$ cat config.mk
export PLATFORM = sky130hd
export DESIGN_NAME = request_correlation_table
export DESIGN_NICKNAME = d
export VERILOG_FILES = /design/src/hdl/rct_pkg.sv /design/src/hdl/rct_ram.sv /design/src/hdl/rct_ctrl.sv /design/src/hdl/rct_dpath.sv /design/src/hdl/request_correlation_table.sv
export SDC_FILE = /design/constraint.sdc
export NUM_CORES = 2
export LEC_CHECK = 0
export BUFFER_PORTS_ARGS = -buffer_cell sky130_fd_sc_hd__buf_2
export CORE_MARGIN = 8
export CORE_UTILIZATION = 50
export CTS_CLUSTER_SIZE = 16
export DETAILED_ROUTE_END_ITERATION = 10
export PLACE_DENSITY = 0.75
export SLEW_MARGIN = 20
export SYNTH_ARGS = -nofsm -noshare
export SYNTH_HDL_FRONTEND = slang
export SYNTH_SLANG_ARGS = --single-unit
$ cat constraint.sdc
create_clock -name clk_i -period 15.9 [get_ports clk_i]
set_clock_uncertainty 0.1 [all_clocks]
set_input_delay 1.59 -clock clk_i [delete_from_list [all_inputs] [get_ports clk_i]]
set_output_delay 1.59 -clock clk_i [all_outputs]
set_load 0.01 [all_outputs]
$ cat src/hdl/rct_pkg.sv
`timescale 1ns / 1ps

package rct_pkg;

  // Field widths
  localparam int unsigned ID_W    = 16;
  localparam int unsigned TIME_W  = 64;
  localparam int unsigned KEY_W   = 2 * ID_W;
  localparam int unsigned MSG_W   = 2 * ID_W;
  localparam int unsigned ENT_W   = KEY_W + MSG_W + TIME_W;
  localparam int unsigned CNT_W   = 5;
  localparam int unsigned STAT_W  = 3;
  localparam int unsigned OP_W    = 2;

  // Command codes
  localparam logic [OP_W-1:0] CMD_ALLOC    = 2'd0;
  localparam logic [OP_W-1:0] CMD_COMPLETE = 2'd1;
  localparam logic [OP_W-1:0] CMD_EXPIRE   = 2'd2;

  // Result status codes
  localparam logic [STAT_W-1:0] ST_OK           = 3'd0;
  localparam logic [STAT_W-1:0] ST_FULL         = 3'd1;
  localparam logic [STAT_W-1:0] ST_CLIENT_ZERO  = 3'd2;
  localparam logic [STAT_W-1:0] ST_SERVICE_ZERO = 3'd3;
  localparam logic [STAT_W-1:0] ST_TIMEOUT_ZERO = 3'd4;
  localparam logic [STAT_W-1:0] ST_NOT_PENDING  = 3'd5;
  localparam logic [STAT_W-1:0] ST_MISMATCH     = 3'd6;
  localparam logic [STAT_W-1:0] ST_EXPIRED      = 3'd7;

  // Session counter restarts here and skips zero on wrap
  localparam logic [ID_W-1:0] SESSION_FIRST = 16'd1;

  // Reset value of the capacity limit
  localparam logic [CNT_W-1:0] CAP_RESET = 5'd16;

  // Controller to datapath
  typedef struct packed {
    logic latch;    // capture the request
    logic prep;     // early checks, set up the scan
    logic scan_rd;  // issue a table read at the scan index
    logic finish;   // resolve the request, update the table
  } rct_cmd_t;

  // Datapath to controller
  typedef struct packed {
    logic early;      // request resolved without a scan
    logic scan_last;  // scan index is at the final entry
  } rct_sts_t;

endpackage

$ cat src/hdl/rct_ram.sv
`timescale 1ns / 1ps

module rct_ram #(
  parameter int unsigned WIDTH = 8,
  parameter int unsigned DEPTH = 16
) (
  input  logic                                       clk_i,
  input  logic                                       we_i,
  input  logic [((DEPTH > 1) ? $clog2(DEPTH) : 1)-1:0] waddr_i,
  input  logic [WIDTH-1:0]                           wdata_i,
  input  logic [((DEPTH > 1) ? $clog2(DEPTH) : 1)-1:0] raddr_i,
  output logic [WIDTH-1:0]                           rdata_o
);

  logic [WIDTH-1:0] mem_q [DEPTH];
  logic [WIDTH-1:0] rdata_q;

  // One write port, one registered read port
  always_ff @(posedge clk_i) begin
    if (we_i) begin
      mem_q[waddr_i] <= wdata_i;
    end
    rdata_q <= mem_q[raddr_i];
  end

  assign rdata_o = rdata_q;

endmodule

$ cat src/hdl/rct_ctrl.sv
`timescale 1ns / 1ps

module rct_ctrl (
  input  logic              clk_i,
  input  logic              rst_ni,
  input  logic              in_valid_i,
  output logic              in_stall_o,
  output logic              out_valid_o,
  input  logic              out_stall_i,
  input  rct_pkg::rct_sts_t sts_i,
  output rct_pkg::rct_cmd_t cmd_o
);
  import rct_pkg::*;

  localparam logic [2:0] S_IDLE   = 3'd0;
  localparam logic [2:0] S_PREP   = 3'd1;
  localparam logic [2:0] S_SCAN   = 3'd2;
  localparam logic [2:0] S_LAST   = 3'd3;
  localparam logic [2:0] S_FINISH = 3'd4;
  localparam logic [2:0] S_RESP   = 3'd5;

  logic [2:0] state_q, state_d;

  // Next state
  always_comb begin
    state_d = state_q;
    case (state_q)
      S_IDLE: begin
        if (in_valid_i) state_d = S_PREP;
      end
      S_PREP: begin
        state_d = sts_i.early ? S_RESP : S_SCAN;
      end
      S_SCAN: begin
        if (sts_i.scan_last) state_d = S_LAST;
      end
      S_LAST:   state_d = S_FINISH;
      S_FINISH: state_d = S_RESP;
      S_RESP: begin
        if (!out_stall_i) state_d = S_IDLE;
      end
      default:  state_d = S_IDLE;
    endcase
  end

  always_ff @(posedge clk_i or negedge rst_ni) begin
    if (!rst_ni) begin
      state_q <= S_IDLE;
    end else begin
      state_q <= state_d;
    end
  end

  // Handshakes and datapath commands
  assign in_stall_o     = (state_q != S_IDLE);
  assign out_valid_o    = (state_q == S_RESP);
  assign cmd_o.latch    = (state_q == S_IDLE) && in_valid_i;
  assign cmd_o.prep     = (state_q == S_PREP);
  assign cmd_o.scan_rd  = (state_q == S_SCAN);
  assign cmd_o.finish   = (state_q == S_FINISH);

endmodule

$ cat src/hdl/rct_dpath.sv
`timescale 1ns / 1ps

module rct_dpath #(
  parameter int unsigned TABLE_DEPTH = 16
) (
  input  logic                                clk_i,
  input  logic                                rst_ni,
  input  rct_pkg::rct_cmd_t                   cmd_i,
  output rct_pkg::rct_sts_t                   sts_o,
  input  logic                                cfg_we_i,
  input  logic [rct_pkg::CNT_W-1:0]           cfg_data_i,
  input  logic [rct_pkg::OP_W-1:0]            command_i,
  input  logic [rct_pkg::ID_W-1:0]            client_id_i,
  input  logic [rct_pkg::ID_W-1:0]            session_id_i,
  input  logic [rct_pkg::ID_W-1:0]            service_id_i,
  input  logic [rct_pkg::ID_W-1:0]            method_id_i,
  input  logic [rct_pkg::TIME_W-1:0]          now_time_i,
  input  logic [rct_pkg::TIME_W-1:0]          timeout_i,
  output logic [rct_pkg::STAT_W-1:0]          status_o,
  output logic [rct_pkg::ID_W-1:0]            out_client_id_o,
  output logic [rct_pkg::ID_W-1:0]            out_session_id_o,
  output logic [rct_pkg::ID_W-1:0]            out_service_id_o,
  output logic [rct_pkg::ID_W-1:0]            out_method_id_o,
  output logic [rct_pkg::TIME_W-1:0]          out_deadline_o,
  output logic [rct_pkg::CNT_W-1:0]           removed_count_o
);
  import rct_pkg::*;

  localparam int unsigned IDX_W = (TABLE_DEPTH > 1) ? $clog2(TABLE_DEPTH) : 1;
  localparam logic [IDX_W-1:0] IDX_LAST = IDX_W'(TABLE_DEPTH - 1);

  // Captured request
  logic [OP_W-1:0]   cmd_q;
  logic [ID_W-1:0]   client_q, sess_in_q, service_q, method_q;
  logic [TIME_W-1:0] now_q, tmo_q;
  logic [KEY_W-1:0]  key_q;
  logic [TIME_W-1:0] dl_q;
  logic [MSG_W-1:0]  msg;

  // Table bookkeeping
  logic [ID_W-1:0]        next_sess_q;
  logic [CNT_W-1:0]       count_q, cap_q, removed_q;
  logic [TABLE_DEPTH-1:0] valid_q;

  // Scan state
  logic [IDX_W-1:0]  idx_q, rd_idx_q;
  logic              rd_valid_q;
  logic              found_q, free_q;
  logic [IDX_W-1:0]  found_idx_q, free_idx_q;
  logic [MSG_W-1:0]  found_msg_q;
  logic [TIME_W-1:0] found_dl_q;

  // Result registers
  logic [STAT_W-1:0] status_q, status_d;
  logic [ID_W-1:0]   o_client_q, o_sess_q, o_service_q, o_method_q;
  logic [ID_W-1:0]   o_client_d, o_sess_d, o_service_d, o_method_d;
  logic [TIME_W-1:0] o_dl_q, o_dl_d;
  logic [CNT_W-1:0]  o_removed_q, o_removed_d;

  // Table memory: {key, message, deadline}
  logic             ram_we;
  logic [IDX_W-1:0] ram_waddr;
  logic [ENT_W-1:0] ram_wdata, ram_rdata;

  logic [KEY_W-1:0]  rd_key;
  logic [MSG_W-1:0]  rd_msg;
  logic [TIME_W-1:0] rd_dl;
  logic              rd_v, rd_hit, rd_stale;

  logic [CNT_W-1:0]  limit;
  logic              full, early;
  logic [STAT_W-1:0] early_st;
  logic [ID_W-1:0]   sess_inc;

  assign msg = {service_q, method_q};

  // Effective limit is the smaller of the register and the table depth
  always_comb begin
    if ({4'b0, cap_q} < 9'(TABLE_DEPTH)) begin
      limit = cap_q;
    end else begin
      limit = CNT_W'(TABLE_DEPTH);
    end
  end
  assign full = (limit == '0) || (count_q >= limit);

  // Checks that resolve a request without touching the table
  always_comb begin
    early    = 1'b0;
    early_st = ST_OK;
    if (cmd_q == CMD_ALLOC) begin
      early = 1'b1;
      if (full) begin
        early_st = ST_FULL;
      end else if (client_q == '0) begin
        early_st = ST_CLIENT_ZERO;
      end else if (service_q == '0) begin
        early_st = ST_SERVICE_ZERO;
      end else if (tmo_q == '0) begin
        early_st = ST_TIMEOUT_ZERO;
      end else begin
        early = 1'b0;
      end
    end else if (!(cmd_q inside {CMD_COMPLETE, CMD_EXPIRE})) begin
      // unused code: plain ok, no state change
      early = 1'b1;
    end
  end

  assign sts_o.early     = early;
  assign sts_o.scan_last = (idx_q == IDX_LAST);

  // Session counter skips zero
  assign sess_inc = next_sess_q + 1'b1;

  // Scan read data
  assign rd_key   = ram_rdata[ENT_W-1 -: KEY_W];
  assign rd_msg   = ram_rdata[TIME_W +: MSG_W];
  assign rd_dl    = ram_rdata[TIME_W-1:0];
  assign rd_v     = valid_q[rd_idx_q];
  assign rd_hit   = rd_v && (rd_key == key_q);
  assign rd_stale = rd_v && (now_q > rd_dl);

  // Allocate write-back
  assign ram_we    = cmd_i.finish && (cmd_q == CMD_ALLOC) && (found_q || free_q);
  assign ram_waddr = found_q ? found_idx_q : free_idx_q;
  assign ram_wdata = {key_q, msg, dl_q};

  rct_ram #(
    .WIDTH (ENT_W),
    .DEPTH (TABLE_DEPTH)
  ) u_ram (
    .clk_i   (clk_i),
    .we_i    (ram_we),
    .waddr_i (ram_waddr),
    .wdata_i (ram_wdata),
    .raddr_i (idx_q),
    .rdata_o (ram_rdata)
  );

  // Request capture, key and deadline
  always_ff @(posedge clk_i) begin
    if (cmd_i.latch) begin
      cmd_q     <= command_i;
      client_q  <= client_id_i;
      sess_in_q <= session_id_i;
      service_q <= service_id_i;
      method_q  <= method_id_i;
      now_q     <= now_time_i;
      tmo_q     <= timeout_i;
    end
    if (cmd_i.prep) begin
      key_q <= (cmd_q == CMD_ALLOC) ? {client_q, next_sess_q} : {client_q, sess_in_q};
      dl_q  <= now_q + tmo_q;
    end
  end

  // Scan trackers for the matching entry and the lowest free slot
  always_ff @(posedge clk_i) begin
    rd_idx_q <= idx_q;
    if (cmd_i.prep) begin
      idx_q <= '0;
    end else if (cmd_i.scan_rd) begin
      idx_q <= idx_q + 1'b1;
    end
    if (rd_valid_q && rd_hit && !found_q) begin
      found_idx_q <= rd_idx_q;
      found_msg_q <= rd_msg;
      found_dl_q  <= rd_dl;
    end
    if (rd_valid_q && !rd_v && !free_q) begin
      free_idx_q <= rd_idx_q;
    end
  end

  // Control state: flags, counters, valid bits, configuration
  always_ff @(posedge clk_i or negedge rst_ni) begin
    if (!rst_ni) begin
      rd_valid_q  <= 1'b0;
      found_q     <= 1'b0;
      free_q      <= 1'b0;
      removed_q   <= '0;
      count_q     <= '0;
      valid_q     <= '0;
      next_sess_q <= SESSION_FIRST;
      cap_q       <= CAP_RESET;
    end else begin
      rd_valid_q <= cmd_i.scan_rd;
      if (cfg_we_i) begin
        cap_q <= cfg_data_i;
      end
      if (cmd_i.prep) begin
        found_q   <= 1'b0;
        free_q    <= 1'b0;
        removed_q <= '0;
        if (!early && (cmd_q == CMD_ALLOC)) begin
          next_sess_q <= (sess_inc == '0) ? SESSION_FIRST : sess_inc;
        end
      end
      if (rd_valid_q) begin
        if (rd_hit) found_q <= 1'b1;
        if (!rd_v)  free_q  <= 1'b1;
        // expire pass drops stale entries as they stream past
        if ((cmd_q == CMD_EXPIRE) && rd_stale) begin
          valid_q[rd_idx_q] <= 1'b0;
          removed_q         <= removed_q + 1'b1;
          if (count_q != '0) count_q <= count_q - 1'b1;
        end
      end
      if (cmd_i.finish) begin
        case (cmd_q)
          CMD_ALLOC: begin
            if (!found_q && free_q) begin
              valid_q[free_idx_q] <= 1'b1;
              count_q             <= count_q + 1'b1;
            end
          end
          CMD_COMPLETE: begin
            if (found_q && (found_msg_q == msg)) begin
              valid_q[found_idx_q] <= 1'b0;
              if (count_q != '0) count_q <= count_q - 1'b1;
            end
          end
          default: ;
        endcase
      end
    end
  end

  // Result selection
  always_comb begin
    status_d    = ST_OK;
    o_client_d  = '0;
    o_sess_d    = '0;
    o_service_d = '0;
    o_method_d  = '0;
    o_dl_d      = '0;
    o_removed_d = '0;
    if (cmd_i.prep) begin
      status_d = early_st;
    end else begin
      case (cmd_q)
        CMD_ALLOC: begin
          if (found_q || free_q) begin
            o_client_d  = client_q;
            o_sess_d    = key_q[ID_W-1:0];
            o_service_d = service_q;
            o_method_d  = method_q;
            o_dl_d      = dl_q;
          end else begin
            status_d = ST_FULL;
          end
        end
        CMD_COMPLETE: begin
          if (!found_q) begin
            status_d = ST_NOT_PENDING;
          end else if (found_msg_q != msg) begin
            status_d = ST_MISMATCH;
          end else if (now_q > found_dl_q) begin
            status_d = ST_EXPIRED;
          end else begin
            o_client_d  = key_q[KEY_W-1 -: ID_W];
            o_sess_d    = key_q[ID_W-1:0];
            o_service_d = found_msg_q[MSG_W-1 -: ID_W];
            o_method_d  = found_msg_q[ID_W-1:0];
            o_dl_d      = found_dl_q;
          end
        end
        CMD_EXPIRE: begin
          o_removed_d = removed_q;
        end
        default: ;
      endcase
    end
  end

  // Result registers
  always_ff @(posedge clk_i) begin
    if ((cmd_i.prep && early) || cmd_i.finish) begin
      status_q    <= status_d;
      o_client_q  <= o_client_d;
      o_sess_q    <= o_sess_d;
      o_service_q <= o_service_d;
      o_method_q  <= o_method_d;
      o_dl_q      <= o_dl_d;
      o_removed_q <= o_removed_d;
    end
  end

  assign status_o         = status_q;
  assign out_client_id_o  = o_client_q;
  assign out_session_id_o = o_sess_q;
  assign out_service_id_o = o_service_q;
  assign out_method_id_o  = o_method_q;
  assign out_deadline_o   = o_dl_q;
  assign removed_count_o  = o_removed_q;

endmodule

$ cat src/hdl/request_correlation_table.sv
`timescale 1ns / 1ps
// Flow: a scanned request (allocate, complete, expire) passes prep, a scan over every
//   table entry, a last read and a finish step before its result shows; allocate errors
//   and unused codes resolve in prep and skip the scan. A new request is taken only in
//   idle, once the previous result is taken; the scan reads one table entry per cycle.
// Reset: rst_ni asynchronous, active low; clears all valid bits, the pending count
//   and control state, session counter to 1, capacity limit to 16. No clearing pass.

module request_correlation_table #(
  parameter int unsigned TABLE_DEPTH = 16
) (
  input  logic                         clk_i,
  input  logic                         rst_ni,
  input  logic                         in_valid_i,
  output logic                         in_stall_o,
  input  logic [rct_pkg::OP_W-1:0]     command_i,
  input  logic [rct_pkg::ID_W-1:0]     client_id_i,
  input  logic [rct_pkg::ID_W-1:0]     session_id_i,
  input  logic [rct_pkg::ID_W-1:0]     service_id_i,
  input  logic [rct_pkg::ID_W-1:0]     method_id_i,
  input  logic [rct_pkg::TIME_W-1:0]   now_time_i,
  input  logic [rct_pkg::TIME_W-1:0]   timeout_i,
  output logic                         out_valid_o,
  input  logic                         out_stall_i,
  output logic [rct_pkg::STAT_W-1:0]   status_o,
  output logic [rct_pkg::ID_W-1:0]     out_client_id_o,
  output logic [rct_pkg::ID_W-1:0]     out_session_id_o,
  output logic [rct_pkg::ID_W-1:0]     out_service_id_o,
  output logic [rct_pkg::ID_W-1:0]     out_method_id_o,
  output logic [rct_pkg::TIME_W-1:0]   out_deadline_o,
  output logic [rct_pkg::CNT_W-1:0]    removed_count_o,
  input  logic                         cfg_valid_i,
  output logic                         cfg_ready_o,
  input  logic [rct_pkg::CNT_W-1:0]    cfg_data_i
);
  import rct_pkg::*;

  rct_cmd_t cmd;
  rct_sts_t sts;

  // Limit register always takes a write
  assign cfg_ready_o = 1'b1;

  rct_ctrl u_ctrl (
    .clk_i       (clk_i),
    .rst_ni      (rst_ni),
    .in_valid_i  (in_valid_i),
    .in_stall_o  (in_stall_o),
    .out_valid_o (out_valid_o),
    .out_stall_i (out_stall_i),
    .sts_i       (sts),
    .cmd_o       (cmd)
  );

  rct_dpath #(
    .TABLE_DEPTH (TABLE_DEPTH)
  ) u_dpath (
    .clk_i            (clk_i),
    .rst_ni           (rst_ni),
    .cmd_i            (cmd),
    .sts_o            (sts),
    .cfg_we_i         (cfg_valid_i),
    .cfg_data_i       (cfg_data_i),
    .command_i        (command_i),
    .client_id_i      (client_id_i),
    .session_id_i     (session_id_i),
    .service_id_i     (service_id_i),
    .method_id_i      (method_id_i),
    .now_time_i       (now_time_i),
    .timeout_i        (timeout_i),
    .status_o         (status_o),
    .out_client_id_o  (out_client_id_o),
    .out_session_id_o (out_session_id_o),
    .out_service_id_o (out_service_id_o),
    .out_method_id_o  (out_method_id_o),
    .out_deadline_o   (out_deadline_o),
    .removed_count_o  (removed_count_o)
  );

endmodule

=== Yosys cells after proc, flatten, opt, wreduce, memory -nomap -nowiden ===
Memories as Yosys holds them, arrays and structs flattened. A register that Yosys moved wholly into a read port is not among the register bits.
Cells that the tools add are included.

* $lt $le $gt $ge: 10
* Eq/ne operators: 14
* Bitwise gates (word level): 6
* Multiplexer cells: 84
* Reductions and logical operators: 37
* Add/sub/neg operators: 6

{| class="wikitable"
|+ Operators by type and width
! cell !! number
|-
| $mux 16 || 23
|-
| $mux 64 || 4
|-
| $pmux 16 s2 || 5
|-
| $gt 64x64->1 || 2
|-
| $pmux 64 s2 || 1
|-
| $add 64x64->64 || 1
|-
| $eq 32x32->1 || 2
|-
| $logic_not 64->1 || 1
|-
| $mux 5 || 11
|-
| $logic_not 16->1 || 3
|-
| $mux 3 || 13
|-
| $and 16x16->16 || 2
|-
| $ne 32x32->1 || 1
|-
| $not 16->16 || 2
|-
| $mux 1 || 19
|-
| $pmux 3 s6 || 1
|-
| $logic_and 1x1->1 || 17
|-
| $add 16x1->16 const B || 1
|-
| $or 16x16->16 || 1
|-
| $lt 4x5->1 const B || 3
|-
| $demux 1 s4 || 3
|-
| $ge 4x1->1 const B || 3
|-
| $add 5x1->5 const B || 2
|-
| $pmux 5 s2 || 1
|-
| 26 further kinds || 35
|}

* Register bits after elaboration: 591
* Word-level logic and storage cells: 189
* Input bits: 204
* Bits in writable memories: 2048
* Memories: 1
* Output and inout bits: 139

{| class="wikitable"
|+ Memory list
! memory !! depth !! width !! read ports !! clocked after memory_dff !! wr ports !! RTL line !! RTL
|-
| u_dpath.u_ram.mem_q || 16 || 128 || 1 || 1 || 1 || rct_ram.sv:15 || <nowiki>logic [WIDTH-1:0] mem_q [DEPTH];</nowiki>
|}

=== Depth between registers and ports, before layout ===
* Word-level depth: 12
* Depth in mapped cells: 14
* Gate-level depth less buffers: 13

=== Modules after synthesis ===
From an unflattened synthesis, not the netlist that was laid out.

* Cells, all modules: 5683
* Area total of the unflattened synthesis: 108768.1 um^2

{| class="wikitable"
|+ By module, submodules not included
! module !! seq. area each (um^2) !! cells each !! area an instance (um^2) !! times used
|-
| rct_ram || 64061.4 || 3365 || 79343.6 || 1
|-
| rct_dpath || 17329.1 || 2292 || 29204.3 || 1
|-
| rct_ctrl || 75.1 || 24 || 209.0 || 1
|-
| request_correlation_table || 0.0 || 2 || 11.3 || 1
|}

=== Worst setup path before layout ===
Ideal clock, no wire load.

* Kind: input-to-reg
* From: input in_valid_i
* To: register u_dpath.client_q[0], enable pin
* Library setup time: 0.752 ns
* Setup slack: 5.449 ns
* Path buffers: 0
* Stages: 2
* Arrival: 9.599 ns
* Cells stage by stage: inv_1 nor2_1

{| class="wikitable"
|+ RTL lines
! element !! RTL line !! RTL
|-
| from (decl) || request_correlation_table.sv:14 || <nowiki>input logic in_valid_i,</nowiki>
|-
| to (signal assigned) || rct_dpath.sv:145 || <nowiki>client_q <= client_id_i;</nowiki>
|-
| to (decl) || rct_dpath.sv:34 || <nowiki>logic [ID_W-1:0] client_q, sess_in_q, service_q, method_q;</nowiki>
|}

=== Worst setup path after layout ===
* From: register u_dpath.tmo_q[15]
* To: register u_dpath.o_sess_q[1], in the netlist u_dpath.out_session_id_o[1], enable pin

* Cells in the longest elaborated chain, start to end: 8

{| class="wikitable"
|+ Ends and longest elaborated chain
! element !! RTL line !! RTL
|-
| from (decl) || rct_dpath.sv:35 || <nowiki>logic [TIME_W-1:0] now_q, tmo_q;</nowiki>
|-
| from (signal assigned) || rct_dpath.sv:150 || <nowiki>tmo_q <= timeout_i;</nowiki>
|-
| $logic_not 64->1 || rct_dpath.sv:99 || <nowiki>end else if (tmo_q == '0) begin</nowiki>
|-
| $mux 1 || rct_dpath.sv:99 ||
|-
| $mux 1 || rct_dpath.sv:97 || <nowiki>end else if (service_q == '0) begin</nowiki>
|-
| $mux 1 || rct_dpath.sv:95 || <nowiki>end else if (client_q == '0) begin</nowiki>
|-
| $mux 1 || rct_dpath.sv:93 || <nowiki>if (full) begin</nowiki>
|-
| $mux 1 || rct_dpath.sv:91 || <nowiki>if (cmd_q == CMD_ALLOC) begin</nowiki>
|-
| $logic_and 1x1->1 || rct_dpath.sv:279 || <nowiki>if ((cmd_i.prep && early) || cmd_i.finish) begin</nowiki>
|-
| $logic_or 1x1->1 || rct_dpath.sv:279 ||
|-
| to (signal assigned) || rct_dpath.sv:282 || <nowiki>o_sess_q <= o_sess_d;</nowiki>
|-
| to (decl) || rct_dpath.sv:55 || <nowiki>logic [ID_W-1:0] o_client_q, o_sess_q, o_service_q, o_method_q;</nowiki>
|}

No other way between the ends.
A chain may end at the register's enable or synchronous reset.

==> results.cfg <==
[pwr]
power_density_nw_per_um2 = 159
cellLeakagePower_nw = 40.4
peakVddDrop_v = 0.000129
p_sw_mw = 5.25
switching_share = 0.268
pwr-share-comb = 0.151
clkPwrFrac = 0.338
p_int_mw = 14.3
p_seq_frac = 0.511

[worst_setup_path]
r2r_start = u_dpath.tmo_q[15]
path_max_fanout = 36
r2r_slack_ns = 10.23
crit_arrival_ns = 6.11
r2r_end = u_dpath.out_session_id_o[1]
worstSetupPathType = reg2reg
rr_worst_depth = 9
required_ns = 16.34
critPathCaptureType = flip-flop
startpoint_type = flip-flop

[route]
wl_per_cell_um = 31.5
wirelength_mm = 279
route.detailed.drc = 0
avgViaCountPerCell = 6.31
vias = 55800
first_pass_iters = 7
drt_iter0_drc = 7052
drtAntennaViolNets = 0

[synth]
ys_ff_latch = 2767
synth_edf_count = 2578
synth_cells = 5262
synth_area_per_cell_um2 = 20.6
syn_nets = 5671
synthArstFlopShare = 0.0192
synth-main-ff-cell = edfxtp_1
seq_area_frac_synth = 0.752
synth_common_cells = edfxtp_1 (2,578), mux4_2 (645), ha_1 (204)
ys_warn_count = 0
synth_top_area_cell = edfxtp_1
synthTopCellsByArea = edfxtp_1 (71%), mux4_2 (13%), dfxtp_1 (2.5%)
synth_top_area_share = 0.715
syn_area_um2 = 108000
synth.most_common_cell = edfxtp_1
synth_cell_types = 90

[hold_path]
hold_path_class = reg2reg
hold_start = u_dpath.u_ram.rdata_o[92]
whs_path_depth = 0
holdPathEnd = u_dpath.found_msg_q[28]

[clock_network]
tritoncts = done
clock-root-buffer = clkbuf_16
cts_setup_buffers = 0
clk_pin_slew_worst_paths_ns = 0.06
cts_max_level = 5
hold_buffers = 0
cts.sinks = 2767
insertion_delay_ns = 0.95
cts_buffer_depth = 4
cts_resized = 0
numCtsBuffers = 296

[placed_design]
port_buffers = 341
dp_hpwl_mm = 161
gp_congestion = 0.905

[global_route]
grt_pass1_vias = 56000
grt_antenna_before_repair = 18
grt_max_degree = 158
grt_pass1_wl_mm = 397
grt_use_total = 0.236
grt_overflow = 0

[timing]
slew-limit-headroom = 0.210
setup_violations = 0
clock.fmax_ghz = 0.176
slew_violations = 0
rsz0062_at_grt = no
holdWs_ns = 0.270
fin_crit_sh = 0.357
hold_viol = 0
tightest_slew_ns = 1.18
setup_tns_ns = 0
period_needed_ns = 5.67

[final_layout]
drive_above_1_share = 0.262
syn_to_final_growth_pct = 13.5
fin_nets = 6181

[die]
die_w_um = 481
initial_utilization = 0.501
rows = 171
design.die.area_um2 = 232000
io_pins = 343
core_area_um2 = 216000
die_y_um = 481

[flow_run]
maxCapViolCount = 0

[run_status]
status = completed
==> power groups by stage <==
| stage | Sequential [mW] | Combinational, mW | Clock, mW |
|---|---|---|---|
| floorplan | 9.85 | 2.03 | 0 |
| global placement | 10.1 | 2.94 | 0 |
| detailed placement | 10.1 | 2.96 | 0 |
| CTS | 9.99 | 2.99 | 6.72 |
| global route | 10.1 | 3.18 | 6.99 |
| finish | 10.0 | 2.97 | 6.62 |
==> cell type report <==
type	instances	area [um2]
Tap cell	2854	3570
Clock buffer	389	8090
Sequential cell	2767	81500
Timing Repair Buffer	439	2530
Antenna cell	6	15.0
Multi-Input combinational cell	2103	25500
Inverter	165	622
Clock inverter	126	1150
Fill cell	15500	93400
==> flip-flops by register name, summed over array words and instances, names as in the netlist, 16 cells and up <==
signal                    count
u_dpath.out_client_id_o      16
u_dpath.tmo_q                64
u_dpath.found_msg_q          32
u_dpath.client_q             16
u_dpath.u_ram.mem_q        2048
u_dpath.dl_q                 64
u_dpath.sess_in_q            16
u_dpath.method_q             16
u_dpath.valid_q              16
u_dpath.out_session_id_o     16
u_dpath.now_q                64
u_dpath.out_service_id_o     16
u_dpath.found_dl_q           64
u_dpath.service_q            16
u_dpath.u_ram.rdata_o       128
u_dpath.out_method_id_o      16
u_dpath.out_deadline_o       64
u_dpath.next_sess_q          16
u_dpath.key_q                32
==> worst max path at each step <==
stage | startpoint | end | slack (ns) | cells past startpoint
global route | u_dpath.service_q[14] | u_dpath.out_method_id_o[3] | 10.08 | 9
global placement | u_dpath.tmo_q[15] | u_dpath.out_client_id_o[10] | 10.32 | 9
CTS | u_dpath.tmo_q[15] | u_dpath.out_session_id_o[4] | 10.29 | 9
floorplan | in_valid_i | u_dpath.client_q[0] | 5.45 | 2
detailed placement | u_dpath.tmo_q[15] | u_dpath.out_client_id_o[10] | 10.28 | 9
finish | u_dpath.tmo_q[15] | u_dpath.out_session_id_o[1] | 10.23 | 9
==> worst max-delay path, cell delays in order (launching register included) <==
cell,delay (ns)
edfxtp_1,0.41
nor4_1,0.87
nand4_1,0.44
nor4_2,0.78
buf_4,0.30
and4b_1,0.23
a21o_1,0.21
o21bai_4,0.59
buf_4,0.63
buf_4,0.61
==> metrics by stage <==
stage	worst slack, ns	instance area, um2	std cells	power [mW]	util
CTS	10.29	123000	8842	19.7	0.568
global route	10.08	123000	8844	20.2	0.568
global placement	10.32	114000	8327	13.0	0.525
floorplan	5.45	108000	5262	11.9	-
finish	10.23	123000	8849	19.6	0.568
detailed placement	10.28	114000	8327	13.1	0.525
==> cells by family (layout without fill, tap and decap cells) <==
logic type	Yosys count	in the layout	synth area share
AO/OA/AOI/OAI	552	552	0.0361
XOR/XNOR	148	148	0.0120
adder cells (fa/ha/maj)	205	205	0.0238
buffers and inverters	392	1119	0.0141
flip-flops	2767	2767	0.752
multiplexers	672	672	0.137
other	1	7	0.0000346
AND/OR/NAND/NOR	525	525	0.0247
==> cell usage in the layout, fill, tap and decap left out, types with 13 or more instances in the layout <==
| cell type | instances |
|---|---|
| clkbuf_16 | 303 |
| a21oi_1 | 116 |
| clkinv_1 | 37 |
| clkinv_2 | 47 |
| clkbuf_8 | 18 |
| nor2b_1 | 19 |
| dfxtp_1 | 132 |
| buf_2 | 341 |
| inv_1 | 164 |
| clkbuf_1 | 68 |
| nand3_1 | 43 |
| a22o_1 | 113 |
| mux2_2 | 20 |
| o21ai_0 | 81 |
| and3_1 | 16 |
| nand2b_1 | 13 |
| ha_1 | 204 |
| nand4_1 | 63 |
| mux4_2 | 645 |
| edfxtp_1 | 2578 |
| bufinv_16 | 19 |
| nor2_4 | 19 |
| nor2_1 | 106 |
| nand2_1 | 115 |
| buf_4 | 91 |
| xnor2_1 | 78 |
| xor2_1 | 70 |
| nor3_1 | 28 |
| o21a_1 | 25 |
| a21o_1 | 81 |
| a31oi_1 | 15 |
| nor4_1 | 43 |
| dfrtp_1 | 51 |
==> per-layer routing <==
layer	global-route usage	part of all wire	vias to the layer above
met4	0.0834	0.037	12
met5	0	0.00028	-
met1	0.328	0.39	29300
met2	0.374	0.47	3246
li1	-	-	22700
met3	0.0490	0.096	521
Power figures use the tool's default switching activity.
